[src/hw/rtl/tftp_transfer_engine_defines.svh]
// Assertion macros shared by the transfer engine RTL.
`ifndef TFTP_TRANSFER_ENGINE_DEFINES_SVH
`define TFTP_TRANSFER_ENGINE_DEFINES_SVH

// Same-cycle implication, checked outside reset.
`define TTE_ASSERT_NOW(label, ante, cons, msg) \
    label: assert property (@(posedge aclk) disable iff (!aresetn) (ante) |-> (cons)) \
        else $error(msg);

// Next-cycle implication, checked outside reset.
`define TTE_ASSERT_NEXT(label, ante, cons, msg) \
    label: assert property (@(posedge aclk) disable iff (!aresetn) (ante) |=> (cons)) \
        else $error(msg);

`endif

[src/hw/rtl/tte_pkg.sv]
// Package with codes, request and result types of the transfer engine.
`default_nettype none
package tte_pkg;

    localparam int BLOCK_BYTES_DEF = 512;
    localparam int LEN_MAX         = 1023;
    localparam logic [9:0] HDR_BYTES = 10'd4;
    localparam logic [3:0] RETRY_LIMIT_RST = 4'd5;

    typedef enum logic [1:0] {
        EV_PACKET  = 2'd0,
        EV_TIMEOUT = 2'd1,
        EV_CHUNK   = 2'd2,
        EV_FAULT   = 2'd3
    } event_t;

    localparam logic [15:0] OPC_RRQ   = 16'd1;
    localparam logic [15:0] OPC_WRQ   = 16'd2;
    localparam logic [15:0] OPC_DATA  = 16'd3;
    localparam logic [15:0] OPC_ACK   = 16'd4;
    localparam logic [15:0] OPC_ERROR = 16'd5;

    typedef enum logic [2:0] {
        ACT_DATA  = 3'd0,
        ACT_ACK   = 3'd1,
        ACT_ERROR = 3'd2,
        ACT_FETCH = 3'd3,
        ACT_STORE = 3'd4,
        ACT_DONE  = 3'd5,
        ACT_ABORT = 3'd6
    } action_t;

    localparam logic [2:0] WHY_NONE     = 3'd0;
    localparam logic [2:0] WHY_SIZE     = 3'd0;
    localparam logic [2:0] WHY_OPCODE   = 3'd1;
    localparam logic [2:0] WHY_UNEXPECT = 3'd2;
    localparam logic [2:0] WHY_ACK_NUM  = 3'd3;
    localparam logic [2:0] WHY_BLK_NUM  = 3'd4;

    localparam logic [2:0] CAUSE_NONE    = 3'd0;
    localparam logic [2:0] CAUSE_PEER    = 3'd1;
    localparam logic [2:0] CAUSE_TIMEOUT = 3'd2;
    localparam logic [2:0] CAUSE_LINK    = 3'd3;
    localparam logic [2:0] CAUSE_PROTO   = 3'd4;

    typedef struct packed {
        logic [9:0]  chunk_len;
        logic [15:0] pkt_block;
        logic [15:0] pkt_opcode;
        logic [9:0]  pkt_size;
        event_t      op;
    } req_t;

    typedef struct packed {
        action_t     action;
        logic [2:0]  abort_cause;
        logic [2:0]  error_reason;
        logic [9:0]  byte_count;
        logic [15:0] block_no;
    } res_t;

    function automatic res_t mk_res(action_t act, logic [15:0] blk, logic [9:0] cnt,
                                    logic [2:0] why, logic [2:0] cause);
        res_t r;
        r.action       = act;
        r.block_no     = blk;
        r.byte_count   = cnt;
        r.error_reason = why;
        r.abort_cause  = cause;
        return r;
    endfunction

endpackage
`default_nettype wire

[src/hw/rtl/tftp_transfer_engine.sv]
// Top level of the lock-step TFTP server transfer engine.
//
//  Channel   Direction  Handshake            Payload
//  s_        in         s_tvalid/s_tready    s_tdata: one event request
//  m_        out        m_tvalid/m_tready    m_tuser: action, m_tdata, m_tlast
//  cfg_      in         cfg_wr_en            cfg_wr_data: retry limit
//
// A request is taken into an input register and decoded once the result queue can take
// its zero to three actions, which are loaded into the three-entry queue in one step.
// Requests are accepted every cycle while m_tready is high; a request with more than one
// action holds the input side until its last action pops; the queue drains one per cycle.
// The input register is free to take a request while the queue still waits on m_tready.
// Synchronous active-low reset returns the engine to idle with the retry limit at five.
`default_nettype none
`include "tftp_transfer_engine_defines.svh"
module tftp_transfer_engine
    import tte_pkg::*;
#(
    parameter int BLOCK_BYTES = BLOCK_BYTES_DEF
) (
    input  wire logic        aclk,
    input  wire logic        aresetn,
    input  wire logic        cfg_wr_en,
    input  wire logic [3:0]  cfg_wr_data,
    input  wire logic        s_tvalid,
    output logic             s_tready,
    // op[1:0], pkt_size[11:2], pkt_opcode[27:12], pkt_block[43:28], chunk_len[53:44]
    input  wire logic [55:0] s_tdata,
    output logic             m_tvalid,
    input  wire logic        m_tready,
    // block_no[15:0], byte_count[25:16], error_reason[28:26], abort_cause[31:29]
    output logic [31:0]      m_tdata,
    // action[2:0]
    output logic [2:0]       m_tuser,
    output logic             m_tlast
);

    localparam int LenCap = (BLOCK_BYTES > LEN_MAX) ? LEN_MAX : BLOCK_BYTES;
    localparam logic [9:0]  LenCapV  = 10'(LenCap);
    localparam logic [10:0] BlockLen = 11'(BLOCK_BYTES);

    typedef enum logic [1:0] {
        MODE_IDLE     = 2'd0,
        MODE_RD_FETCH = 2'd1,
        MODE_RD_ACK   = 2'd2,
        MODE_WRITE    = 2'd3
    } mode_t;

    logic        in_valid_reg;
    req_t        in_reg;
    logic [3:0]  retry_limit_reg;
    mode_t       mode_reg, mode_next;
    logic [15:0] block_reg, block_next;
    logic [3:0]  retries_reg, retries_next;
    logic        final_reg, final_next;
    logic [9:0]  length_reg, length_next;
    res_t        queue_reg [3];
    logic [1:0]  count_reg;

    res_t        ld_res [3];
    logic [1:0]  ld_n;
    logic        load;
    logic        pop;
    logic [3:0]  budget;
    logic [15:0] blk_inc;
    logic [9:0]  clen_cl;
    logic [9:0]  plen_cl;
    logic [9:0]  plen_raw;

    assign pop      = m_tvalid && m_tready;
    assign load     = in_valid_reg && ((count_reg == 2'd0) || ((count_reg == 2'd1) && pop));
    assign s_tready = !in_valid_reg || load;
    assign m_tvalid = (count_reg != 2'd0);
    assign m_tuser  = queue_reg[0].action;
    assign m_tdata  = {queue_reg[0].abort_cause, queue_reg[0].error_reason,
                       queue_reg[0].byte_count, queue_reg[0].block_no};
    assign m_tlast  = (count_reg == 2'd1);

    assign budget   = (retry_limit_reg == 4'd0) ? 4'd1 : retry_limit_reg;
    assign blk_inc  = block_reg + 16'd1;
    assign clen_cl  = (in_reg.chunk_len > LenCapV) ? LenCapV : in_reg.chunk_len;
    assign plen_raw = in_reg.pkt_size - HDR_BYTES;
    assign plen_cl  = (plen_raw > LenCapV) ? LenCapV : plen_raw;

    always_comb begin
        mode_next    = mode_reg;
        block_next   = block_reg;
        retries_next = retries_reg;
        final_next   = final_reg;
        length_next  = length_reg;
        ld_n         = 2'd0;
        for (int i = 0; i < 3; i++) begin
            ld_res[i] = mk_res(ACT_DATA, 16'd0, 10'd0, WHY_NONE, CAUSE_NONE);
        end
        if (mode_reg == MODE_IDLE) begin
            if (in_reg.op == EV_PACKET) begin
                ld_n = 2'd1;
                if (in_reg.pkt_size < HDR_BYTES) begin
                    ld_res[0] = mk_res(ACT_ERROR, 16'd0, 10'd0, WHY_SIZE, CAUSE_NONE);
                end else if (in_reg.pkt_opcode == OPC_RRQ) begin
                    block_next  = 16'd0;
                    final_next  = 1'b0;
                    length_next = 10'd0;
                    mode_next   = MODE_RD_FETCH;
                    ld_res[0]   = mk_res(ACT_FETCH, 16'd1, 10'd0, WHY_NONE, CAUSE_NONE);
                end else if (in_reg.pkt_opcode == OPC_WRQ) begin
                    block_next   = 16'd0;
                    final_next   = 1'b0;
                    length_next  = 10'd0;
                    retries_next = budget;
                    mode_next    = MODE_WRITE;
                    ld_res[0]    = mk_res(ACT_ACK, 16'd0, 10'd0, WHY_NONE, CAUSE_NONE);
                end else begin
                    ld_res[0] = mk_res(ACT_ERROR, 16'd0, 10'd0, WHY_OPCODE, CAUSE_NONE);
                end
            end
        end else if (in_reg.op == EV_FAULT) begin
            ld_n      = 2'd1;
            mode_next = MODE_IDLE;
            ld_res[0] = mk_res(ACT_ABORT, 16'd0, 10'd0, WHY_NONE, CAUSE_LINK);
        end else if (mode_reg == MODE_RD_FETCH) begin
            if (in_reg.op == EV_CHUNK) begin
                ld_n         = 2'd1;
                block_next   = blk_inc;
                final_next   = ({1'b0, clen_cl} < BlockLen);
                length_next  = clen_cl;
                retries_next = budget;
                mode_next    = MODE_RD_ACK;
                ld_res[0]    = mk_res(ACT_DATA, blk_inc, clen_cl, WHY_NONE, CAUSE_NONE);
            end
        end else if (in_reg.op == EV_TIMEOUT) begin
            ld_n         = 2'd1;
            retries_next = retries_reg - 4'd1;
            if (retries_next == 4'd0) begin
                mode_next = MODE_IDLE;
                ld_res[0] = mk_res(ACT_ABORT, 16'd0, 10'd0, WHY_NONE, CAUSE_TIMEOUT);
            end else if (mode_reg == MODE_RD_ACK) begin
                ld_res[0] = mk_res(ACT_DATA, block_reg, length_reg, WHY_NONE, CAUSE_NONE);
            end else begin
                ld_res[0] = mk_res(ACT_ACK, block_reg, 10'd0, WHY_NONE, CAUSE_NONE);
            end
        end else if (in_reg.op == EV_PACKET) begin
            if (in_reg.pkt_size < HDR_BYTES) begin
                ld_n      = 2'd2;
                mode_next = MODE_IDLE;
                ld_res[0] = mk_res(ACT_ERROR, 16'd0, 10'd0, WHY_SIZE, CAUSE_NONE);
                ld_res[1] = mk_res(ACT_ABORT, 16'd0, 10'd0, WHY_NONE, CAUSE_PROTO);
            end else if (in_reg.pkt_opcode == OPC_ERROR) begin
                ld_n      = 2'd1;
                mode_next = MODE_IDLE;
                ld_res[0] = mk_res(ACT_ABORT, 16'd0, 10'd0, WHY_NONE, CAUSE_PEER);
            end else if (mode_reg == MODE_RD_ACK) begin
                if (in_reg.pkt_opcode != OPC_ACK || in_reg.pkt_block != block_reg) begin
                    ld_n      = 2'd2;
                    mode_next = MODE_IDLE;
                    ld_res[0] = mk_res(ACT_ERROR, 16'd0, 10'd0,
                                       (in_reg.pkt_opcode != OPC_ACK) ? WHY_UNEXPECT
                                                                      : WHY_ACK_NUM,
                                       CAUSE_NONE);
                    ld_res[1] = mk_res(ACT_ABORT, 16'd0, 10'd0, WHY_NONE, CAUSE_PROTO);
                end else if (final_reg) begin
                    ld_n      = 2'd1;
                    mode_next = MODE_IDLE;
                    ld_res[0] = mk_res(ACT_DONE, block_reg, 10'd0, WHY_NONE, CAUSE_NONE);
                end else begin
                    ld_n      = 2'd1;
                    mode_next = MODE_RD_FETCH;
                    ld_res[0] = mk_res(ACT_FETCH, blk_inc, 10'd0, WHY_NONE, CAUSE_NONE);
                end
            end else begin
                if (in_reg.pkt_opcode != OPC_DATA || in_reg.pkt_block != blk_inc) begin
                    ld_n      = 2'd2;
                    mode_next = MODE_IDLE;
                    ld_res[0] = mk_res(ACT_ERROR, 16'd0, 10'd0,
                                       (in_reg.pkt_opcode != OPC_DATA) ? WHY_UNEXPECT
                                                                       : WHY_BLK_NUM,
                                       CAUSE_NONE);
                    ld_res[1] = mk_res(ACT_ABORT, 16'd0, 10'd0, WHY_NONE, CAUSE_PROTO);
                end else begin
                    block_next   = blk_inc;
                    length_next  = plen_cl;
                    final_next   = ({1'b0, plen_cl} < BlockLen);
                    retries_next = budget;
                    ld_n         = 2'd2;
                    ld_res[0]    = mk_res(ACT_STORE, blk_inc, plen_cl, WHY_NONE, CAUSE_NONE);
                    ld_res[1]    = mk_res(ACT_ACK, blk_inc, 10'd0, WHY_NONE, CAUSE_NONE);
                    if (final_next) begin
                        ld_n      = 2'd3;
                        mode_next = MODE_IDLE;
                        ld_res[2] = mk_res(ACT_DONE, blk_inc, 10'd0, WHY_NONE, CAUSE_NONE);
                    end
                end
            end
        end
    end

    always_ff @(posedge aclk) begin
        if (!aresetn) begin
            in_valid_reg    <= 1'b0;
            retry_limit_reg <= RETRY_LIMIT_RST;
            mode_reg        <= MODE_IDLE;
            block_reg       <= 16'd0;
            retries_reg     <= 4'd0;
            final_reg       <= 1'b0;
            length_reg      <= 10'd0;
            count_reg       <= 2'd0;
        end else begin
            if (cfg_wr_en) begin
                retry_limit_reg <= cfg_wr_data;
            end
            if (s_tvalid && s_tready) begin
                in_valid_reg <= 1'b1;
                in_reg       <= req_t'(s_tdata[53:0]);
            end else if (load) begin
                in_valid_reg <= 1'b0;
            end
            if (load) begin
                mode_reg    <= mode_next;
                block_reg   <= block_next;
                retries_reg <= retries_next;
                final_reg   <= final_next;
                length_reg  <= length_next;
                count_reg   <= ld_n;
                queue_reg   <= ld_res;
            end else if (pop) begin
                count_reg    <= count_reg - 2'd1;
                queue_reg[0] <= queue_reg[1];
                queue_reg[1] <= queue_reg[2];
            end
        end
    end

    `TTE_ASSERT_NOW(a_empty_queue_takes, in_valid_reg && count_reg == 2'd0, s_tready, "stall with empty result queue")
    `TTE_ASSERT_NEXT(a_abort_to_idle, load && ld_n != 2'd0 && ld_res[ld_n - 2'd1].action == ACT_ABORT, mode_reg == MODE_IDLE, "abort did not return to idle")
    `TTE_ASSERT_NEXT(a_store_rearms, load && ld_res[0].action == ACT_STORE, retries_reg == budget && block_reg == $past(blk_inc), "store did not rearm retries")
    `TTE_ASSERT_NEXT(a_idle_timeout_quiet, load && mode_reg == MODE_IDLE && in_reg.op != EV_PACKET, count_reg == 2'd0 && mode_reg == MODE_IDLE, "idle event produced an action")

endmodule
`default_nettype wire
[config.mk]
export PLATFORM = sky130hd
export DESIGN_NAME = tftp_transfer_engine
export DESIGN_NICKNAME = d
export VERILOG_FILES = /design/src/hw/rtl/tte_pkg.sv /design/src/hw/rtl/tftp_transfer_engine.sv
export VERILOG_INCLUDE_DIRS = /design/src /design/src/hw/rtl
export SDC_FILE = /design/constraint.sdc
export NUM_CORES = 1
export LEC_CHECK = 0
export BUFFER_PORTS_ARGS = -buffer_cell sky130_fd_sc_hd__buf_2
export CORE_MARGIN = 3
export CORE_UTILIZATION = 40
export DETAILED_ROUTE_END_ITERATION = 16
export GPL_ROUTABILITY_DRIVEN = 0
export RECOVER_POWER = 100
export SYNTH_ARGS = -nofsm -noshare
export SYNTH_HDL_FRONTEND = slang
export SYNTH_SLANG_ARGS = --single-unit
[constraint.sdc]
create_clock -name aclk -period 3.9 [get_ports aclk]
set_input_delay 0.195 -clock aclk [delete_from_list [all_inputs] [get_ports aclk]]
set_output_delay 0.195 -clock aclk [all_outputs]
set_load 0.03 [all_outputs]
==> flow_summary.json <==
{
  "status": "finished with violations",
  "violations": "max-capacitance violations, max-slew violations",
  "design.die.area_um2": 24000,
  "die_y_um": 155,
  "path_buf_inv": 1,
  "cp_data_arrival_time_ns": 4.03,
  "via_count": 7301,
  "num_rows": 53,
  "hold_viol": 0,
  "htree_levels": 4,
  "yosys_warnings": 0,
  "critPathLaunchType": "flip-flop",
  "synth-edff-count": 125,
  "ant_nets": 0,
  "postLayoutCoreUtil_pct": 49.3,
  "slew_headroom_pct": -23.2,
  "io_pins": 103,
  "cp_max_fo": 11,
  "clkSinkCount": 165,
  "syn-instance-count": 896,
  "fin_skew_ns": 0.0102,
  "min_period_ns": 3.66,
  "pre_cts_slack_ns": 0.249,
  "synthSimpleGateAreaFrac_pct": 19.9,
  "synth_top_area_share_pct": 42.3,
  "final_cell_mix": "edfxtp_1 (125), nor2_1 (98), nand2_1 (90)",
  "clk_pin_slew_ns": 0.07,
  "max_slew.worst_pin.slew_ns": 1.85,
  "grt_pass1_wl_mm": 38.2,
  "critical_path_class": "reg2reg",
  "path_common_cell": "nor2_1",
  "area_growth_syn_to_layout_pct": 19.0,
  "drcViolationCount": 0,
  "post-synth-top-area-cell": "edfxtp_1",
  "grt_pass1_vias": 6873,
  "die_width_um": 155,
  "fin_crit_sh_pct": 93.9,
  "synth_compound_area_share_pct": 16.1,
  "critical_path_required_ns": 4.27,
  "clockBufferDepth": 2,
  "synth_area_per_cell_um2": 9.91,
  "final_common_cell": "edfxtp_1",
  "grt_max_degree": 45,
  "drt-initial-drc-count": 792,
  "async_flop_share_pct": 0,
  "antennaDiodeCount": 0,
  "dp.cells": 1221,
  "synth.area.mux_share_pct": 0.901,
  "core_area_um2": 21400,
  "path_cells": "inv_1, ha_1, or4b_1, or4_4, nand2_2, o21ai_0, a21oi_1, nor2_1, a21boi_2, nor2_1, a221o_1",
  "largest_register_ffs": 54,
  "synthAdderAreaFrac_pct": 1.55,
  "r2r_setup_slack_ns": 0.24,
  "grt_setup_unrepaired": "no",
  "synth_nets": 972,
  "synth_seq_cells": 165,
  "cts_buffers": 17,
  "slowest_stage": "nor2_1",
  "crit_path_max_incr_delay_ns": 0.63,
  "initial_core_util_pct": 41.5,
  "root_buffer": "clkbuf_16",
  "netlist_area_um2": 8880,
  "dp_hpwl_mm": 17.0,
  "instances_no_fill": 1311,
  "grt_usage_pct": 19.8,
  "ys_top_cells_by_area": "edfxtp_1 (42%), dfxtp_1 (9.0%), nor2_1 (4.1%)",
  "cts_tree": "yes",
  "wl_mm": 23.7,
  "synth_xor_area_share_pct": 3.55,
  "fin_hold_ws_ns": 0.0877,
  "cpLargestDelayFamily": "simple AND/OR/NAND/NOR gates",
  "via_per_inst": 5.57,
  "layout_setup_ws_ns": 0.239,
  "port_buffers": 100,
  "synth_top_family_by_area": "simple AND/OR/NAND/NOR gates",
  "peakVddDrop_mv": 0.298,
  "cellLeakagePower_nw": 3.62,
  "powerDensity_nw_per_um2": 420,
  "min_path_type": "in2reg",
  "setup_violations": 0,
  "finalSetupTns_ns": 0,
  "fmaxAchievable_mhz": 273,
  "clkLatencyLatePin_ns": 0.43,
  "max-cap-violations": 1,
  "postCtsSetupBuffers": 0,
  "grt-ovfl-total": 0,
  "synth_cell_type_count": 78,
  "ys.flop_type": "edfxtp_1",
  "synth-seq-area-share_pct": 51.3,
  "drive_gt1_share_pct": 13.3,
  "antenna_found_initial": 0,
  "final_max_slew_viol_count": 44,
  "wire_per_inst_um": 18.1,
  "endpoint_kind": "flip-flop",
  "nets": 1100,
  "firstDrtPassIters": 6
}
-- per-layer routing --
metal / global-route usage [%] / up-vias / routed length (µm)
met5: 0 / - / 0
met4: 6.35 / 0 / 539
met3: 3.28 / 41 / 1600
met2: 28.5 / 305 / 10100
met1: 30.4 / 3411 / 11400
li1: - / 3544 / -
-- metrics by stage --
| stage | total power [W] | area [µm²] |
|---|---|---|
| 2_1_floorplan | 0.00261 | 8890 |
| 3_3_place_gp | 0.00275 | 9510 |
| 3_5_place_dp | 0.00276 | 9510 |
| 4_1_cts | 0.00450 | 10700 |
| 5_1_grt | 0.00462 | 10600 |
| 6_report | 0.00444 | 10600 |
-- cell usage after synthesis (7+ instances only) --
cell      instances
edfxtp_1        125
ha_1             11
nand3_1          22
o21ai_0          56
mux2i_1           8
nand4_1          15
a211oi_1         14
xor2_1           15
dfxtp_1          40
nor4_1           13
a32oi_1           9
or3_1            11
xnor2_1          21
a31oi_1          13
and3_1           11
a21oi_1          42
nand2_1          91
nor3_1           33
buf_2            16
inv_1            24
o31ai_1           7
clkbuf_1         26
and2_1           10
a22oi_1          13
nor2b_1          10
nor2_1           97
buf_4            38
-- area by class of cell --
| cell class | count | area [µm²] |
|---|---|---|
| Clock inverter | 13 | 155 |
| Multi-Input combinational cell | 621 | 3720 |
| Inverter | 24 | 90.1 |
| Timing Repair Buffer | 195 | 1280 |
| Fill cell | 2026 | 10800 |
| Clock buffer | 18 | 429 |
| Sequential cell | 165 | 4550 |
| Tap cell | 275 | 344 |
-- cell families after synthesis --
logic type,Yosys count
compound gates,213
mux,8
buf+inv,110
simple gates,353
fa+ha+maj,11
xor+xnor,36
flops,165
-- worst min-delay path, cell delays in order --
cell     delay (ns)
buf_2          0.14
mux2i_1        0.09
nand2_1        0.06
-- report_power, final --
part | total, W | switching [W] | internal, W
clock | 0.00170 | 0.000699 | 0.00100
combinational | 0.000601 | 0.000408 | 0.000193
sequential | 0.00214 | 0.0000618 | 0.00208
total | 0.00444 | 0.00117 | 0.00327
-- path summary, 6_finish.rpt --
| kind | start | end | depth (start not counted) |
|---|---|---|---|
| worst max-delay path | in_reg[4]$_DFFE_PP_ | block_reg[8]$_SDFFE_PN0P_ | 11 |
| worst min-delay path | cfg_wr_en | retry_limit_reg[2]$_SDFFE_PN1P_ | 3 |
| worst max register to register | in_reg[4]$_DFFE_PP_ | block_reg[8]$_SDFFE_PN0P_ | 11 |
| worst min register to register | length_reg[6]$_SDFFE_PN0P_ | length_reg[6]$_SDFFE_PN0P_ | 2 |
-- what timing repair did --
action / in CTS / in global routing
resized for setup: 0 / 1
hold buffers: 59 / 0
endpoints found under the hold margin: 59 / 0
setup endpoints to repair: 0 / 2
(Power assumes the default switching activity.)
